<file path="src/hdl/aacd_pkg.sv">
// ----------------------------------------------------------------------------
// aacd_pkg
// Shared types, constants and helpers of the addressed ascii command decoder.
// ----------------------------------------------------------------------------
package aacd_pkg;

    localparam int LINE_BYTES = 32;
    localparam int COUNT_W    = $clog2(LINE_BYTES);
    localparam int N_W        = COUNT_W + 1;
    localparam int KEEP_BYTES = 19;
    localparam int ADDR_CHARS = 6;
    localparam int CAL_WORDS  = 3;

    localparam logic [7:0] CR_BYTE    = 8'h0d;
    localparam logic [7:0] CH_STAR    = 8'h2a;
    localparam logic [7:0] CH_EQUAL   = 8'h3d;
    localparam logic [7:0] CH_DIGIT_0 = 8'h30;
    localparam logic [7:0] CH_DIGIT_9 = 8'h39;
    localparam logic [7:0] CH_A       = 8'h41;
    localparam logic [7:0] CH_B       = 8'h42;
    localparam logic [7:0] CH_C       = 8'h43;
    localparam logic [7:0] CH_D       = 8'h44;
    localparam logic [7:0] CH_E       = 8'h45;
    localparam logic [7:0] CH_F       = 8'h46;
    localparam logic [7:0] CH_R       = 8'h52;
    localparam logic [7:0] CH_S       = 8'h53;
    localparam logic [7:0] CH_W       = 8'h57;
    localparam logic [7:0] CH_LOWER_A = 8'h61;
    localparam logic [7:0] CH_LOWER_F = 8'h66;

    localparam logic [N_W-1:0] LEN_SHORT = N_W'(10);
    localparam logic [N_W-1:0] LEN_RC    = N_W'(11);
    localparam logic [N_W-1:0] LEN_SA    = N_W'(17);
    localparam logic [N_W-1:0] LEN_SC    = N_W'(20);

    typedef enum logic [2:0] {
        KIND_RD = 3'd0,
        KIND_RC = 3'd1,
        KIND_SC = 3'd2,
        KIND_RE = 3'd3,
        KIND_WE = 3'd4,
        KIND_SA = 3'd5
    } kind_t;

    localparam logic [1:0] SEL_A = 2'd0;
    localparam logic [1:0] SEL_B = 2'd1;
    localparam logic [1:0] SEL_C = 2'd2;

    typedef logic [KEEP_BYTES-1:0][7:0] line_t;
    typedef logic [ADDR_CHARS-1:0][7:0] addr_t;
    typedef logic [CAL_WORDS-1:0][31:0] cal_set_t;

    localparam addr_t ADDR_RESET = '{8'h30, 8'h30, 8'h30, 8'h30, 8'h30, 8'h31};
    localparam cal_set_t CAL_RESET = '{32'h0000_0000, 32'h0000_803F, 32'h0000_0000};

    typedef struct packed {
        logic        emit;
        kind_t       kind;
        logic [1:0]  sel;
        logic [31:0] value;
        logic        wa_next;
        logic        cal_we;
        logic        addr_we;
    } dec_t;

    function automatic logic [3:0] hex_nibble(input logic [7:0] c);
        logic [3:0] v;
        v = 4'd0;
        if (c >= CH_DIGIT_0 && c <= CH_DIGIT_9)
            v = 4'(c - CH_DIGIT_0);
        else if (c >= CH_A && c <= CH_F)
            v = 4'(c - CH_A + 8'd10);
        else if (c >= CH_LOWER_A && c <= CH_LOWER_F)
            v = 4'(c - CH_LOWER_A + 8'd10);
        return v;
    endfunction

    function automatic logic is_digit(input logic [7:0] c);
        return (c >= CH_DIGIT_0) && (c <= CH_DIGIT_9);
    endfunction

endpackage

</file>
<file path="src/hdl/aacd_decode.sv">
// ----------------------------------------------------------------------------
// aacd_decode
// Decodes one finished line: address match, command match, length rule and
// write-enable rule; gives the result item and the state updates.
// ----------------------------------------------------------------------------
module aacd_decode (
    input  logic                  line_end,
    input  aacd_pkg::line_t       line,
    input  logic [aacd_pkg::N_W-1:0] n,
    input  logic                  write_allowed,
    input  aacd_pkg::addr_t       addr,
    input  aacd_pkg::cal_set_t    cal,
    output aacd_pkg::dec_t        dec
);
    import aacd_pkg::*;

    logic        addr_ok;
    logic        sel_ok;
    logic [1:0]  sel;
    logic        digits_ok;
    logic [31:0] hex_word;
    logic [7:0]  c7;
    logic [7:0]  c8;
    logic [7:0]  c9;

    assign c7 = line[7];
    assign c8 = line[8];
    assign c9 = line[9];

    always_comb
    begin
        addr_ok = (line[0] == CH_STAR);
        for (int i = 0; i < ADDR_CHARS; i++)
            if (line[1 + i] != addr[i])
                addr_ok = 1'b0;
        digits_ok = 1'b1;
        for (int i = 0; i < ADDR_CHARS; i++)
            if (!is_digit(line[10 + i]))
                digits_ok = 1'b0;
        for (int i = 0; i < 8; i++)
            hex_word[31 - 4*i -: 4] = hex_nibble(line[11 + i]);
    end

    always_comb
    begin
        sel_ok = 1'b1;
        case (c9)
            CH_A:    sel = SEL_A;
            CH_B:    sel = SEL_B;
            CH_C:    sel = SEL_C;
            default:
            begin
                sel    = SEL_A;
                sel_ok = 1'b0;
            end
        endcase
    end

    always_comb
    begin
        dec         = '0;
        dec.kind    = KIND_RD;
        dec.wa_next = write_allowed;
        if (line_end && addr_ok)
        begin
            if (c7 == CH_R && c8 == CH_D && n == LEN_SHORT)
            begin
                dec.emit    = 1'b1;
                dec.wa_next = 1'b0;
            end
            else if (c7 == CH_R && c8 == CH_C && sel_ok && n == LEN_RC)
            begin
                dec.emit    = 1'b1;
                dec.kind    = KIND_RC;
                dec.sel     = sel;
                dec.value   = cal[sel];
                dec.wa_next = 1'b0;
            end
            else if (c7 == CH_S && c8 == CH_C && sel_ok && line[10] == CH_EQUAL
                     && n == LEN_SC && write_allowed)
            begin
                dec.emit    = 1'b1;
                dec.kind    = KIND_SC;
                dec.sel     = sel;
                dec.value   = hex_word;
                dec.wa_next = 1'b0;
                dec.cal_we  = 1'b1;
            end
            else if (c7 == CH_R && c8 == CH_E && n == LEN_SHORT)
            begin
                dec.emit    = 1'b1;
                dec.kind    = KIND_RE;
                dec.wa_next = 1'b0;
            end
            else if (c7 == CH_W && c8 == CH_E && n == LEN_SHORT)
            begin
                dec.emit    = 1'b1;
                dec.kind    = KIND_WE;
                dec.wa_next = 1'b1;
            end
            else if (c7 == CH_S && c8 == CH_A && c9 == CH_EQUAL && n == LEN_SA
                     && write_allowed)
            begin
                dec.wa_next = 1'b0;
                if (digits_ok)
                begin
                    dec.emit    = 1'b1;
                    dec.kind    = KIND_SA;
                    dec.addr_we = 1'b1;
                end
            end
        end
    end

endmodule

</file>
<file path="src/hdl/ascii_addressed_command_decoder_unit.sv">
// ----------------------------------------------------------------------------
// ascii_addressed_command_decoder_unit
// Collects received bytes into a line and decodes one addressed command per
// carriage return; keeps the address and three calibration words.
// ----------------------------------------------------------------------------
//  channel | direction | handshake              | payload
//  in      | input     | in_valid / in_stall    | rx_byte
//  out     | output    | out_valid / out_stall  | command_kind, cal_select, cal_value
//
//  one item per cycle while the output is not stalled; a result passes through
//  the input register and the result register around the decode logic.
//  reset clears the line count, the write-enable flag, and restores the
//  address and calibration words; no clearing pass.
//  a stalled result holds; one more byte waits in the input register, then
//  in_stall rises.
// ----------------------------------------------------------------------------
module ascii_addressed_command_decoder_unit (
    input  logic        clk,
    input  logic        rst_n,
    input  logic        in_valid,
    output logic        in_stall,
    input  logic [7:0]  rx_byte,
    output logic        out_valid,
    input  logic        out_stall,
    output logic [2:0]  command_kind,
    output logic [1:0]  cal_select,
    output logic [31:0] cal_value
);
    import aacd_pkg::*;

    logic               in_valid_reg;
    logic [7:0]         in_byte_reg;
    logic [COUNT_W-1:0] count_reg;
    line_t              line_reg;
    logic               wa_reg;
    addr_t              addr_reg;
    cal_set_t           cal_reg;
    logic               out_valid_reg;
    logic [2:0]         kind_reg;
    logic [1:0]         sel_reg;
    logic [31:0]        value_reg;

    logic               advance;
    logic [N_W-1:0]     n_next;
    logic               full;
    logic               is_cr;
    dec_t               dec;

    assign advance  = in_valid_reg && (!out_valid_reg || !out_stall);
    assign in_stall = in_valid_reg && !advance;
    assign n_next   = N_W'(count_reg) + N_W'(1);
    assign full     = (n_next >= N_W'(LINE_BYTES));
    assign is_cr    = (in_byte_reg == CR_BYTE);

    aacd_decode u_decode (
        .line_end      (advance && is_cr && !full),
        .line          (line_reg),
        .n             (n_next),
        .write_allowed (wa_reg),
        .addr          (addr_reg),
        .cal           (cal_reg),
        .dec           (dec)
    );

    always_ff @(posedge clk or negedge rst_n)
    begin
        if (!rst_n)
        begin
            in_valid_reg  <= 1'b0;
            count_reg     <= '0;
            wa_reg        <= 1'b0;
            addr_reg      <= ADDR_RESET;
            cal_reg       <= CAL_RESET;
            out_valid_reg <= 1'b0;
        end
        else
        begin
            if (in_valid && !in_stall)
                in_valid_reg <= 1'b1;
            else if (advance)
                in_valid_reg <= 1'b0;

            if (advance)
            begin
                if (full || is_cr)
                    count_reg <= '0;
                else
                    count_reg <= n_next[COUNT_W-1:0];
                wa_reg <= dec.wa_next;
                if (dec.addr_we)
                    for (int i = 0; i < ADDR_CHARS; i++)
                        addr_reg[i] <= line_reg[10 + i];
                if (dec.cal_we)
                    cal_reg[dec.sel] <= dec.value;
            end

            if (advance && dec.emit)
                out_valid_reg <= 1'b1;
            else if (!out_stall)
                out_valid_reg <= 1'b0;
        end
    end

    // payload registers
    always_ff @(posedge clk)
    begin
        if (in_valid && !in_stall)
            in_byte_reg <= rx_byte;
        if (advance)
            for (int i = 0; i < KEEP_BYTES; i++)
                if (count_reg == COUNT_W'(i))
                    line_reg[i] <= in_byte_reg;
        if (advance && dec.emit)
        begin
            kind_reg  <= dec.kind;
            sel_reg   <= dec.sel;
            value_reg <= dec.value;
        end
    end

    assign out_valid    = out_valid_reg;
    assign command_kind = kind_reg;
    assign cal_select   = sel_reg;
    assign cal_value    = value_reg;

endmodule
</file>
<file path="config.mk">
export PLATFORM = sky130hd
export DESIGN_NAME = ascii_addressed_command_decoder_unit
export DESIGN_NICKNAME = d
export VERILOG_FILES = /design/src/hdl/aacd_pkg.sv /design/src/hdl/aacd_decode.sv /design/src/hdl/ascii_addressed_command_decoder_unit.sv
export SDC_FILE = /design/constraint.sdc
export NUM_CORES = 1
export LEC_CHECK = 0
export BUFFER_PORTS_ARGS = -buffer_cell sky130_fd_sc_hd__buf_2
export CAP_MARGIN = 10
export CORE_ASPECT_RATIO = 0.8
export CORE_UTILIZATION = 30
export DETAILED_ROUTE_END_ITERATION = 8
export SYNTH_ARGS = -nofsm -noshare
export SYNTH_HDL_FRONTEND = slang
export SYNTH_SLANG_ARGS = --single-unit
</file>
<file path="constraint.sdc">
create_clock -name clk -period 10.9 [get_ports clk]
set_input_delay 0 -clock clk [delete_from_list [all_inputs] [get_ports clk]]
set_output_delay 0 -clock clk [all_outputs]
set_load 0.02 [all_outputs]
</file>
==> flow_summary_export.csv <==
group,metric,value,unit
outcome,status,"complete, no violations",
timing,tightest_slew,1030,ps
drt,viasPerCell,4.90,
timing,finalCritPeriodShare,40.4,%
floorplanning,core_region_area,0.0501,mm2
cts,path_clk_slew,60,ps
timing,rsz0062_at_grt,"false",
setup_path,crit_path_end_kind,"flop",
timing,setup_viol_count_final,0,
global_routing,first_global_vias,9520,
drt,route.detailed.drc,0,
layout,final_util,35.5,%
synthesis,synth-edff-count,197,
floorplanning,dieWidth,255,um
drt,routedWlPerCell,18.5,um
setup_path,cp.required,11320,ps
synthesis,syn_inst,1111,
layout,area_delta_synth_final,15.7,%
floorplanning,die_h,204,um
synthesis,ys_ff_latch,349,
cts,cts_buffers,36,
place,place.gp.congestion,0.889,
layout,largest_reg_flops,152,
setup_path,crit_type,"reg2reg",
synthesis,synth.distinct_cells,60,
place,io_buffers,50,
setup_path,r2r_slack,6500,ps
synthesis,ys_seq_area_share,63.5,%
synthesis,synth_top_area_share,38.5,%
place,place_ws,6560,ps
timing,max_freq,227,MHz
synthesis,yosys-top-cells-area,"edfxtp_1, dfrtp_1, mux2_2, dfstp_2, ha_1",
synthesis,synth_ff_type,"edfxtp_1",
timing,min_period,4400,ps
drt,drt_iter0_markers,771,
floorplanning,top_level_ports,51,
global_routing,grt_start_max_net_pins,80,
cts,clk_latency,560,ps
global_routing,track_usage,13.8,%
drt,drt_first_pass_iters,5,
setup_path,timing.rr.end,"cal_reg[38]$_DFFE_PN0P_",
setup_path,endpoint,"cal_reg[38]$_DFFE_PN0P_",
drt,postRouteAntennaNets,0,
cts,cts.repair.resized,0,
floorplanning,rows,73,
timing,timing.setup.tns,0,ps
timing,setup_slack,6500,ps
global_routing,grt_overflow,0,
cts,cts_htree_levels,2,
layout,nNetsFinal,1242,
timing,holdWs,95.7,ps
floorplanning,start_util,30.7,%
cts,cts-root-buf,"clkbuf_16",
run,drv_cap,0,
setup_path,rr_startpoint,"count_reg[0]$_DFFE_PN0P_",
synthesis,yosys.area.top_type,"edfxtp_1",
synthesis,yosysWarnings,0,
drt,finalWirelength,35200,um
floorplanning,dieArea,0.0521,mm2
place,place_hpwl,22800,um
min_path,hp-class,"in2async",
synthesis,syn_nets,1159,
timing,finalMaxSlewViolations,0,
global_routing,antenna_found_initial,0,
synthesis,async_flop_share,43.6,%
synthesis,synthTopCellsByCount,"edfxtp_1, dfrtp_1, mux2_2",
setup_path,rr_worst_depth,10,
setup_path,crit_fanout,29,
timing,final_hold_viol_count,0,
timing,clock-skew-final,29.3,ps
cts,clk_path_buf_depth,3,
cts,cts_sinks,349,
power_and_ir_drop,p_per_area,163,mW/mm2
layout,drive_above_1_share,19.5,%
power_and_ir_drop,peakVddDrop,0.142,mV
setup_path,arrival,4820,ps
synthesis,synth.avg_cell_area,13.8,um2
setup_path,critPathLaunchType,"flop",
power_and_ir_drop,power,2.89,mW
drt,vias,9299,
setup_path,startpoint,"count_reg[0]$_DFFE_PN0P_",
global_routing,grt_pass1_wl,55400,um
synthesis,yosysMostFrequentCell,"edfxtp_1",
timing,maxSlewHeadroom,30.5,%
power_and_ir_drop,leakage,6.84,nW
cts,cts_tree,"done",
synthesis,netlist_area,0.0153,mm2
area by class of cell:
type                       instances  area (um2)
antenna                            1        2.50
timing repair buffer              84         542
clock buffer                      48         956
clock inverter                    17         224
inverter                          28         105
multi-input combinational        695        5340
sequential                       349        9740
tap                              675         845
fill                            4886       32300
repair_timing:
item	4_1_cts	5_1_grt
setup buffers	0	0
hold buffers	12	0
endpoints found under the hold margin	87	0
metal layers:
| layer | part of all wire (%) | global-route usage (%) | up-vias |
|---|---|---|---|
| li1 | - | - | 4292 |
| met1 | 50 | 20.3 | 4739 |
| met2 | 44 | 20.6 | 234 |
| met3 | 5.5 | 3.02 | 34 |
| met4 | 1.2 | 3.12 | 0 |
| met5 | 0 | 0 | - |
cell families (layout without fill, tap and decap cells):
family,count (synthesis),after routing,synth area share (%)
xor+xnor,64,64,3.65
other cells,0,1,0
simple gates,288,288,10.9
mux,149,149,10.6
flops,349,349,63.5
fa+ha+maj,36,36,2.93
compound gates,158,158,6.48
buf+inv,67,177,1.88
layout by cell type, fill, tap and decap left out, types with 13 or more instances in the layout:
master     Yosys  final
a21oi_1       41     41
and2_1        20     20
buf_2          9     49
buf_4          1     21
clkbuf_16      0     36
dfrtp_1      132    132
dfstp_2       20     20
edfxtp_1     197    197
ha_1          36     36
inv_1         28     28
mux2_1        31     31
mux2_2        80     80
mux2i_1       38     38
nand2_1       36     36
nand2b_1      24     24
nand3_1       13     13
nor2_1        61     61
nor2b_1       40     40
nor4_1        27     27
o21ai_0       35     35
o22ai_1       25     25
xnor2_1       16     16
xor2_1        48     48
power by group:
part / internal, mW / leakage [nW] / switching [mW]
clock: 0.722 / 0.572 / 0.527
combinational: 0.0469 / 2.52 / 0.100
sequential: 1.45 / 3.74 / 0.0480
worst max-delay path: stages, from the launching register on:
cell,delay (ps)
dfrtp_1,460
ha_1,330
and3_1,180
ha_1,330
nand4b_1,200
nor4_2,770
nand2_1,120
buf_4,300
or4_1,830
buf_4,360
mux2_1,350
worst min path at each step:
stage | start | end | slack [ps] | cells past startpoint
6_report | rst_n | cal_reg[10]$_DFFE_PN0P_ | 100 | 2
5_1_grt | rx_byte[7] | in_byte_reg[7]$_DFFE_PP_ | 150 | 2
4_1_cts | rx_byte[3] | in_byte_reg[3]$_DFFE_PP_ | 130 | 2
3_5_place_dp | rst_n | cal_reg[10]$_DFFE_PN0P_ | 130 | 1
3_3_place_gp | rst_n | cal_reg[72]$_DFFE_PN0P_ | 120 | 1
2_1_floorplan | rst_n | addr_reg[10]$_DFFE_PN0P_ | -300 | 0
stage by stage:
stage,std cells,area [um2]
finish,1897,17800
global route,1896,17800
CTS,1895,17700
detailed placement,1818,16400
global placement,1818,16400
floorplan,1111,15300
No activity file was read; power rests on OpenSTA's default activity.
